===== src/pal_pkg.sv =====
package pal_pkg;

  localparam int unsigned MAX_ENTRIES_DEF = 16;
  localparam int unsigned VALUE_WIDTH_DEF = 32;

  localparam int unsigned REQ_W = 2;
  localparam int unsigned POS_W = 5;
  localparam int unsigned END_W = 4;
  localparam int unsigned DATA_W = 32;
  localparam int unsigned STATUS_W = 2;
  localparam int unsigned COUNT_W = 5;

  localparam logic [REQ_W-1:0] REQ_APPEND = 2'd0;
  localparam logic [REQ_W-1:0] REQ_INSERT = 2'd1;
  localparam logic [REQ_W-1:0] REQ_REMOVE = 2'd2;
  localparam logic [REQ_W-1:0] REQ_RANGE = 2'd3;

  localparam logic [STATUS_W-1:0] STATUS_DONE = 2'd0;
  localparam logic [STATUS_W-1:0] STATUS_FULL = 2'd1;
  localparam logic [STATUS_W-1:0] STATUS_BAD = 2'd2;

  // Shift command broadcast to every cell of the list.
  typedef struct packed {
    logic shift_up;
    logic shift_down;
  } cell_ctrl_t;

  typedef enum logic [1:0] {
    ST_IDLE = 2'b01,
    ST_DRAIN = 2'b10
  } state_t;

endpackage


===== src/paired_array_list_insert_remove.sv =====
// Channel   Direction  Handshake              Payload
// in_       input      in_valid / in_ready    req_type, position, end_position, values
// out_      output     out_valid / out_ready  status, removed pair, entry_count, last_of_run
//
// Append, insert and every refused request are answered with a single result.
// A remove of n entries first checks the request, then returns one result per
// removed entry, as the cells from the removed position up shift down by one each time.
// A result waiting in the output register holds off the next item until it is taken.
// Synchronous active-low reset empties the list; a stalled output holds the
// row of cells in place.
module paired_array_list_insert_remove #(
  parameter int unsigned MAX_ENTRIES = pal_pkg::MAX_ENTRIES_DEF,
  parameter int unsigned VALUE_WIDTH = pal_pkg::VALUE_WIDTH_DEF
) (
  input  logic                           clk,
  input  logic                           rst_n,
  input  logic                           in_valid,
  output logic                           in_ready,
  input  logic [pal_pkg::REQ_W-1:0]      in_req_type,
  input  logic [pal_pkg::POS_W-1:0]      in_position,
  input  logic [pal_pkg::END_W-1:0]      in_end_position,
  input  logic [pal_pkg::DATA_W-1:0]     in_first_value,
  input  logic [pal_pkg::DATA_W-1:0]     in_second_value,
  output logic                           out_valid,
  input  logic                           out_ready,
  output logic [pal_pkg::STATUS_W-1:0]   out_status,
  output logic [pal_pkg::DATA_W-1:0]     out_removed_first,
  output logic [pal_pkg::DATA_W-1:0]     out_removed_second,
  output logic [pal_pkg::COUNT_W-1:0]    out_entry_count,
  output logic                           out_last_of_run
);

  localparam int unsigned IW = (MAX_ENTRIES > 1) ? $clog2(MAX_ENTRIES) : 1;
  localparam int unsigned CW = $clog2(MAX_ENTRIES + 1);
  localparam int unsigned CMPW = (CW > pal_pkg::POS_W) ? CW : pal_pkg::POS_W;

  pal_pkg::state_t state_r, state_nxt;
  logic [CW-1:0] count_r, count_nxt;
  logic [IW-1:0] cur_pos_r, cur_pos_nxt;
  logic [IW-1:0] rem_r, rem_nxt;

  logic out_valid_r, out_valid_nxt;
  logic [pal_pkg::STATUS_W-1:0] out_status_r, out_status_nxt;
  logic [pal_pkg::DATA_W-1:0] out_first_r, out_first_nxt;
  logic [pal_pkg::DATA_W-1:0] out_second_r, out_second_nxt;
  logic [pal_pkg::COUNT_W-1:0] out_count_r, out_count_nxt;
  logic out_last_r, out_last_nxt;

  logic slot_free;
  logic accept;
  logic drain_step;
  logic is_add;
  logic is_full;
  logic add_bad;
  logic add_ok;
  logic rm_bad;
  logic [CMPW-1:0] count_w;
  logic [CMPW-1:0] pos_w;
  logic [CMPW-1:0] ins_pos_w;
  logic [CMPW-1:0] end_w;

  pal_pkg::cell_ctrl_t cell_ctrl;
  logic [IW-1:0] cell_pos;
  logic [VALUE_WIDTH-1:0] new_first;
  logic [VALUE_WIDTH-1:0] new_second;
  logic [VALUE_WIDTH-1:0] cell_first [MAX_ENTRIES];
  logic [VALUE_WIDTH-1:0] cell_second [MAX_ENTRIES];
  logic [VALUE_WIDTH-1:0] low_first [MAX_ENTRIES];
  logic [VALUE_WIDTH-1:0] low_second [MAX_ENTRIES];
  logic [VALUE_WIDTH-1:0] up_first [MAX_ENTRIES];
  logic [VALUE_WIDTH-1:0] up_second [MAX_ENTRIES];

  assign slot_free = !out_valid_r || out_ready;
  assign in_ready = (state_r == pal_pkg::ST_IDLE) && slot_free;
  assign accept = in_valid && in_ready;
  assign drain_step = (state_r == pal_pkg::ST_DRAIN) && slot_free;

  assign is_add = (in_req_type == pal_pkg::REQ_APPEND) || (in_req_type == pal_pkg::REQ_INSERT);
  assign count_w = CMPW'(count_r);
  assign pos_w = CMPW'(in_position);
  assign is_full = (count_r >= CW'(MAX_ENTRIES));
  assign ins_pos_w = (in_req_type == pal_pkg::REQ_APPEND) ? count_w : pos_w;
  assign add_bad = ins_pos_w > count_w;
  assign add_ok = is_add && !is_full && !add_bad;
  assign end_w = (in_req_type == pal_pkg::REQ_REMOVE) ? pos_w : CMPW'(in_end_position);
  assign rm_bad = (pos_w > end_w) || (end_w >= count_w);

  assign new_first = VALUE_WIDTH'(in_first_value);
  assign new_second = VALUE_WIDTH'(in_second_value);

  assign cell_ctrl.shift_up = accept && add_ok;
  assign cell_ctrl.shift_down = drain_step;
  assign cell_pos = (state_r == pal_pkg::ST_DRAIN) ? cur_pos_r : IW'(ins_pos_w);

  for (genvar g = 0; g < MAX_ENTRIES; g++) begin : g_cell
    if (g == 0) begin : g_low_edge
      assign low_first[g] = cell_first[g];
      assign low_second[g] = cell_second[g];
    end else begin : g_low
      assign low_first[g] = cell_first[g-1];
      assign low_second[g] = cell_second[g-1];
    end
    if (g == MAX_ENTRIES - 1) begin : g_up_edge
      assign up_first[g] = cell_first[g];
      assign up_second[g] = cell_second[g];
    end else begin : g_up
      assign up_first[g] = cell_first[g+1];
      assign up_second[g] = cell_second[g+1];
    end

    pal_cell #(
      .VALUE_WIDTH(VALUE_WIDTH),
      .IW(IW),
      .IDX(g)
    ) u_cell (
      .clk(clk),
      .ctrl(cell_ctrl),
      .pos(cell_pos),
      .new_first(new_first),
      .new_second(new_second),
      .lower_first(low_first[g]),
      .lower_second(low_second[g]),
      .upper_first(up_first[g]),
      .upper_second(up_second[g]),
      .first_q(cell_first[g]),
      .second_q(cell_second[g])
    );
  end

  always_comb begin
    state_nxt = state_r;
    count_nxt = count_r;
    cur_pos_nxt = cur_pos_r;
    rem_nxt = rem_r;
    out_valid_nxt = out_valid_r;
    out_status_nxt = out_status_r;
    out_first_nxt = out_first_r;
    out_second_nxt = out_second_r;
    out_count_nxt = out_count_r;
    out_last_nxt = out_last_r;

    if (slot_free) begin
      out_valid_nxt = 1'b0;
    end

    if (accept) begin
      out_first_nxt = '0;
      out_second_nxt = '0;
      out_last_nxt = 1'b1;
      out_count_nxt = pal_pkg::COUNT_W'(count_r);
      if (is_add) begin
        out_valid_nxt = 1'b1;
        if (is_full) begin
          out_status_nxt = pal_pkg::STATUS_FULL;
        end else if (add_bad) begin
          out_status_nxt = pal_pkg::STATUS_BAD;
        end else begin
          out_status_nxt = pal_pkg::STATUS_DONE;
          count_nxt = count_r + 1'b1;
          out_count_nxt = pal_pkg::COUNT_W'(count_nxt);
        end
      end else if (rm_bad) begin
        out_valid_nxt = 1'b1;
        out_status_nxt = pal_pkg::STATUS_BAD;
      end else begin
        state_nxt = pal_pkg::ST_DRAIN;
        cur_pos_nxt = IW'(pos_w);
        rem_nxt = IW'(end_w - pos_w);
      end
    end else if (drain_step) begin
      out_valid_nxt = 1'b1;
      out_status_nxt = pal_pkg::STATUS_DONE;
      out_first_nxt = pal_pkg::DATA_W'(cell_first[cur_pos_r]);
      out_second_nxt = pal_pkg::DATA_W'(cell_second[cur_pos_r]);
      count_nxt = count_r - 1'b1;
      out_count_nxt = pal_pkg::COUNT_W'(count_nxt);
      out_last_nxt = (rem_r == '0);
      if (rem_r == '0) begin
        state_nxt = pal_pkg::ST_IDLE;
      end else begin
        rem_nxt = rem_r - 1'b1;
      end
    end
  end

  always_ff @(posedge clk) begin
    if (!rst_n) begin
      state_r <= pal_pkg::ST_IDLE;
      count_r <= '0;
      out_valid_r <= 1'b0;
    end else begin
      state_r <= state_nxt;
      count_r <= count_nxt;
      out_valid_r <= out_valid_nxt;
    end
  end

  always_ff @(posedge clk) begin
    cur_pos_r <= cur_pos_nxt;
    rem_r <= rem_nxt;
    out_status_r <= out_status_nxt;
    out_first_r <= out_first_nxt;
    out_second_r <= out_second_nxt;
    out_count_r <= out_count_nxt;
    out_last_r <= out_last_nxt;
  end

  assign out_valid = out_valid_r;
  assign out_status = out_status_r;
  assign out_removed_first = out_first_r;
  assign out_removed_second = out_second_r;
  assign out_entry_count = out_count_r;
  assign out_last_of_run = out_last_r;

  a_count_bound: assert property (@(posedge clk) disable iff (!rst_n)
    count_r <= CW'(MAX_ENTRIES))
    else $error("Entry count exceeds the list capacity.");

  a_drain_in_range: assert property (@(posedge clk) disable iff (!rst_n)
    (state_r == pal_pkg::ST_DRAIN) |->
      (CMPW'(cur_pos_r) + CMPW'(rem_r) < CMPW'(count_r)))
    else $error("Range removal reaches past the stored entries.");

  a_partial_only_in_drain: assert property (@(posedge clk) disable iff (!rst_n)
    (out_valid_r && !out_last_r) |-> (state_r == pal_pkg::ST_DRAIN))
    else $error("A non-final result exists outside a range removal.");

  a_add_grows: assert property (@(posedge clk) disable iff (!rst_n)
    (accept && add_ok) |=> (count_r == $past(count_r) + 1'b1))
    else $error("Accepted append or insert did not grow the list.");

endmodule


===== src/pal_cell.sv =====
module pal_cell #(
  parameter int unsigned VALUE_WIDTH = pal_pkg::VALUE_WIDTH_DEF,
  parameter int unsigned IW = 4,
  parameter int unsigned IDX = 0
) (
  input  logic                   clk,
  input  pal_pkg::cell_ctrl_t    ctrl,
  input  logic [IW-1:0]          pos,
  input  logic [VALUE_WIDTH-1:0] new_first,
  input  logic [VALUE_WIDTH-1:0] new_second,
  input  logic [VALUE_WIDTH-1:0] lower_first,
  input  logic [VALUE_WIDTH-1:0] lower_second,
  input  logic [VALUE_WIDTH-1:0] upper_first,
  input  logic [VALUE_WIDTH-1:0] upper_second,
  output logic [VALUE_WIDTH-1:0] first_q,
  output logic [VALUE_WIDTH-1:0] second_q
);

  localparam logic [IW-1:0] MY_IDX = IW'(IDX);

  logic [VALUE_WIDTH-1:0] first_r, first_nxt;
  logic [VALUE_WIDTH-1:0] second_r, second_nxt;

  always_comb begin
    first_nxt = first_r;
    second_nxt = second_r;
    if (ctrl.shift_up) begin
      if (MY_IDX > pos) begin
        first_nxt = lower_first;
        second_nxt = lower_second;
      end else if (MY_IDX == pos) begin
        first_nxt = new_first;
        second_nxt = new_second;
      end
    end else if (ctrl.shift_down) begin
      if (MY_IDX >= pos) begin
        first_nxt = upper_first;
        second_nxt = upper_second;
      end
    end
  end

  always_ff @(posedge clk) begin
    first_r <= first_nxt;
    second_r <= second_nxt;
  end

  assign first_q = first_r;
  assign second_q = second_r;

endmodule

===== config.mk =====
export PLATFORM = sky130hd
export DESIGN_NAME = paired_array_list_insert_remove
export DESIGN_NICKNAME = d
export VERILOG_FILES = /design/src/pal_pkg.sv /design/src/paired_array_list_insert_remove.sv /design/src/pal_cell.sv
export SDC_FILE = /design/constraint.sdc
export NUM_CORES = 2
export LEC_CHECK = 0
export ABC_AREA = 1
export BUFFER_PORTS_ARGS = -buffer_cell sky130_fd_sc_hd__buf_2
export CELL_PAD_IN_SITES_DETAIL_PLACEMENT = 0
export CELL_PAD_IN_SITES_GLOBAL_PLACEMENT = 2
export CORE_MARGIN = 8
export CORE_UTILIZATION = 42
export CTS_CLUSTER_SIZE = 8
export DETAILED_ROUTE_END_ITERATION = 16
export PLACE_DENSITY = 0.91
export SYNTH_ARGS = -nofsm -noshare
export SYNTH_HDL_FRONTEND = slang
export SYNTH_SLANG_ARGS = --single-unit

===== constraint.sdc =====
create_clock -name clk -period 12.67 [get_ports clk]
set_input_delay 2.534 -clock clk [delete_from_list [all_inputs] [get_ports clk]]
set_output_delay 2.534 -clock clk [all_outputs]
set_load 0.005 [all_outputs]

==> results.ini <==
[timing]
rsz0062_at_grt = false
max_freq_ghz = 0.139
post-route-min-period_ns = 7.19
hold_viol = 0
finalMaxSlewViolations = 0
fin_tns_setup_ns = 0
tightest_slew_ns = 1.22
setup_viol_count_final = 0
finalClockSkew_ns = 0.0248
layout_setup_ws_ns = 5.48
period_share_pct = 56.7
slew_headroom_pct = 18.7

[global_routing]
grt_pass1_wl_mm = 368
grt_max_degree = 234
antenna_found_initial = 9
grt_overflow = 0
track_usage_pct = 28.2
grt_pass1_vias = 56400

[cts]
cts_hold_buf = 0
cts_made_buffers = 158
cts_setup_buffers = 0
cts_buffer_depth = 3
cts_tree = done
cts.sinks = 1112
cts-root-buf = clkbuf_16
clkLatencyLatePin_ns = 0.81
htree_num_levels = 4
path_clk_slew_ns = 0.05
post_cts_resized = 0

[placement]
pre_cts_ws_ns = 4.80
globalplace.congestion = 0.849
port_buffers = 152
dp_hpwl_mm = 133

[logic_synthesis]
ys_warn_count = 0
synth_area_leaders = edfxtp_1, nand2_1, o21ai_0
synth.top_cells.by_count = nand2_1, o21ai_0, edfxtp_1
synth_edf_count = 1039
ys_ff_latch = 1112
yosysSeqAreaShare_pct = 50.1
synthDistinctLibCells = 39
yosysTopAreaCellShare_pct = 47.9
syn_inst = 8269
syn-num-nets = 8370
synthMostInstantiatedCell = nand2_1
syn_area_per_cell_um2 = 7.88
synth_area_um2 = 65200
ys.flop_type = edfxtp_1
netlist.top_cell.by_area = edfxtp_1
async_reset_ff_share_pct = 0

[die]
rows = 144
fp.dieH_um = 410
initial_core_util_pct = 42.3
pin_count = 153
dieWidth_um = 410
core_region_area_um2 = 154000
die-area_um2 = 168000

[critical_path]
crit_type = input pin to flip-flop
crit_arrival_ns = 7.60
worst-path-max-fanout = 76
crit_path_end_kind = flip-flop
start_kind = input pin
cp.required_ns = 13.09

[drt]
post_drt_wl_per_cell_um = 24.5
drc_errors = 0
num_vias = 60300
routed_wl_mm = 248
drt_iter0_drc = 7896
via_per_inst = 5.96
antenna_left = 0
first_pass_iters = 8

[layout]
fillers = 15300
syn_to_final_growth_pct = 9.22
drive_gt1_share_pct = 6.20
nets = 8065

[pwr]
peakVddDrop_mv = 0.144
leakage_uw = 0.0285
power_uw = 10100
power.density_nw_per_um2 = 142

[hold_path]
hp-class = flip-flop to flip-flop

[job]
cap_violations = 0

[outcome]
status = complete, no violations

==> critical path, cell delays in order <==
cell	delay [ns]
buf_2	0.14
nor2_2	0.39
o211ai_1	0.27
nand2_8	0.57
nand2_4	0.65
nor2_4	0.25
buf_4	0.88
inv_4	0.47
buf_4	0.48
nor2_4	0.19
buf_4	0.61
==> state kept, by name (all words and copies together), names as in the netlist, named ones only <==
| name | cells |
|---|---|
| out_entry_count | 5 |
| out_removed_first | 32 |
| cur_pos_r | 4 |
| rem_r | 4 |
| count_r | 5 |
| g_cell.u_cell.second_q | 512 |
| out_last_of_run | 1 |
| g_cell.u_cell.first_q | 512 |
| out_status | 2 |
| out_removed_second | 32 |
| state_r | 2 |
==> cell usage in the layout (no fill, tap or decap), types with 3 or more instances in the layout <==
cell | Yosys | routed
nand2_1 | 2314 | 2302
o21ai_0 | 1105 | 1105
edfxtp_1 | 1039 | 1039
nand3_1 | 626 | 625
nor2_1 | 582 | 566
inv_1 | 520 | 516
o211ai_1 | 382 | 382
a21oi_1 | 352 | 352
o21ai_1 | 314 | 313
clkbuf_16 | 0 | 163
buf_2 | 226 | 152
o22ai_1 | 107 | 107
buf_4 | 22 | 99
clkbuf_1 | 387 | 83
dfxtp_1 | 73 | 73
o21bai_1 | 31 | 31
ha_1 | 21 | 21
nor2_4 | 1 | 18
nand3b_1 | 15 | 15
nand2_4 | 1 | 13
nand4_1 | 7 | 7
o21ai_2 | 7 | 7
inv_6 | 0 | 7
buf_12 | 0 | 7
clkinv_1 | 7 | 6
inv_4 | 0 | 6
o221ai_1 | 5 | 5
clkinv_8 | 0 | 5
nor3_1 | 4 | 4
a21o_1 | 4 | 4
or2_2 | 3 | 3
nand2_2 | 6 | 3
nand2_8 | 0 | 3
clkbuf_8 | 0 | 3
==> cell families (layout without fill, tap and decap cells) <==
group                      count (synthesis)  count (layout)  share of synthesized area [%]
buffers and inverters                   1258            1053                           7.86
other                                      0               2                              0
adders and majority gates                 22              22                          0.434
and+or+nand+nor                         3564            3564                           21.9
DFF                                     1112            1112                           50.1
AOI/OAI and AO/OA                       2310            2310                           19.6
xor gates and xnor gates                   3               3                         0.0403
==> path summary, 6_finish.rpt <==
path	start	end	slack (ns)	cells after the start
worst max-delay path	in_req_type[1]	g_cell[0].u_cell.first_q[15]$_DFFE_PP_	5.48	11
worst min-delay path	out_removed_first[27]$_SDFFE_PP0P_	out_removed_first[27]$_SDFFE_PP0P_	0.44	1
worst min register to register	out_removed_first[27]$_SDFFE_PP0P_	out_removed_first[27]$_SDFFE_PP0P_	0.44	1
worst max register to register	cur_pos_r[3]$_DFFE_PP_	g_cell[0].u_cell.first_q[15]$_DFFE_PP_	6.31	11
==> per-stage QoR <==
stage | cells | area [µm²] | hold WS [ns] | util (%)
global route | 10100 | 71200 | 0.458 | 46.2
finish | 10100 | 71200 | 0.444 | 46.2
global placement | 9848 | 66600 | 0.431 | 43.2
floorplan | 8269 | 65200 | 0.448 | -
detailed placement | 9848 | 66600 | 0.434 | 43.2
CTS | 10100 | 71200 | 0.446 | 46.2
==> report_power, final <==
group | leakage (µW) | switching [µW] | internal [µW]
Sequential | 0.0100 | 94.1 | 4280
Clock | 0.00220 | 1710 | 2380
Combinational | 0.0163 | 1220 | 393
==> routing by layer <==
layer | track usage [%] | vias to the layer above | share of wire [%]
met3 | 4.77 | 461 | 9.8
met2 | 44.1 | 3184 | 44
met4 | 8.23 | 4 | 2.9
met1 | 40.3 | 28900 | 43
li1 | - | 27700 | -
met5 | 0 | - | 0.011
==> layout make-up <==
class	count	area (µm²)	area share, %
antenna	2	5.00	0.00703
clock buffer	249	4430	6.22
clock inverter	11	156	0.220
inverter	535	2050	2.88
multi-input combinational	5899	27700	38.9
sequential	1112	32700	45.9
tap	2044	2560	3.59
timing repair buffer	258	1640	2.31
Power figures use the tool's default switching activity.
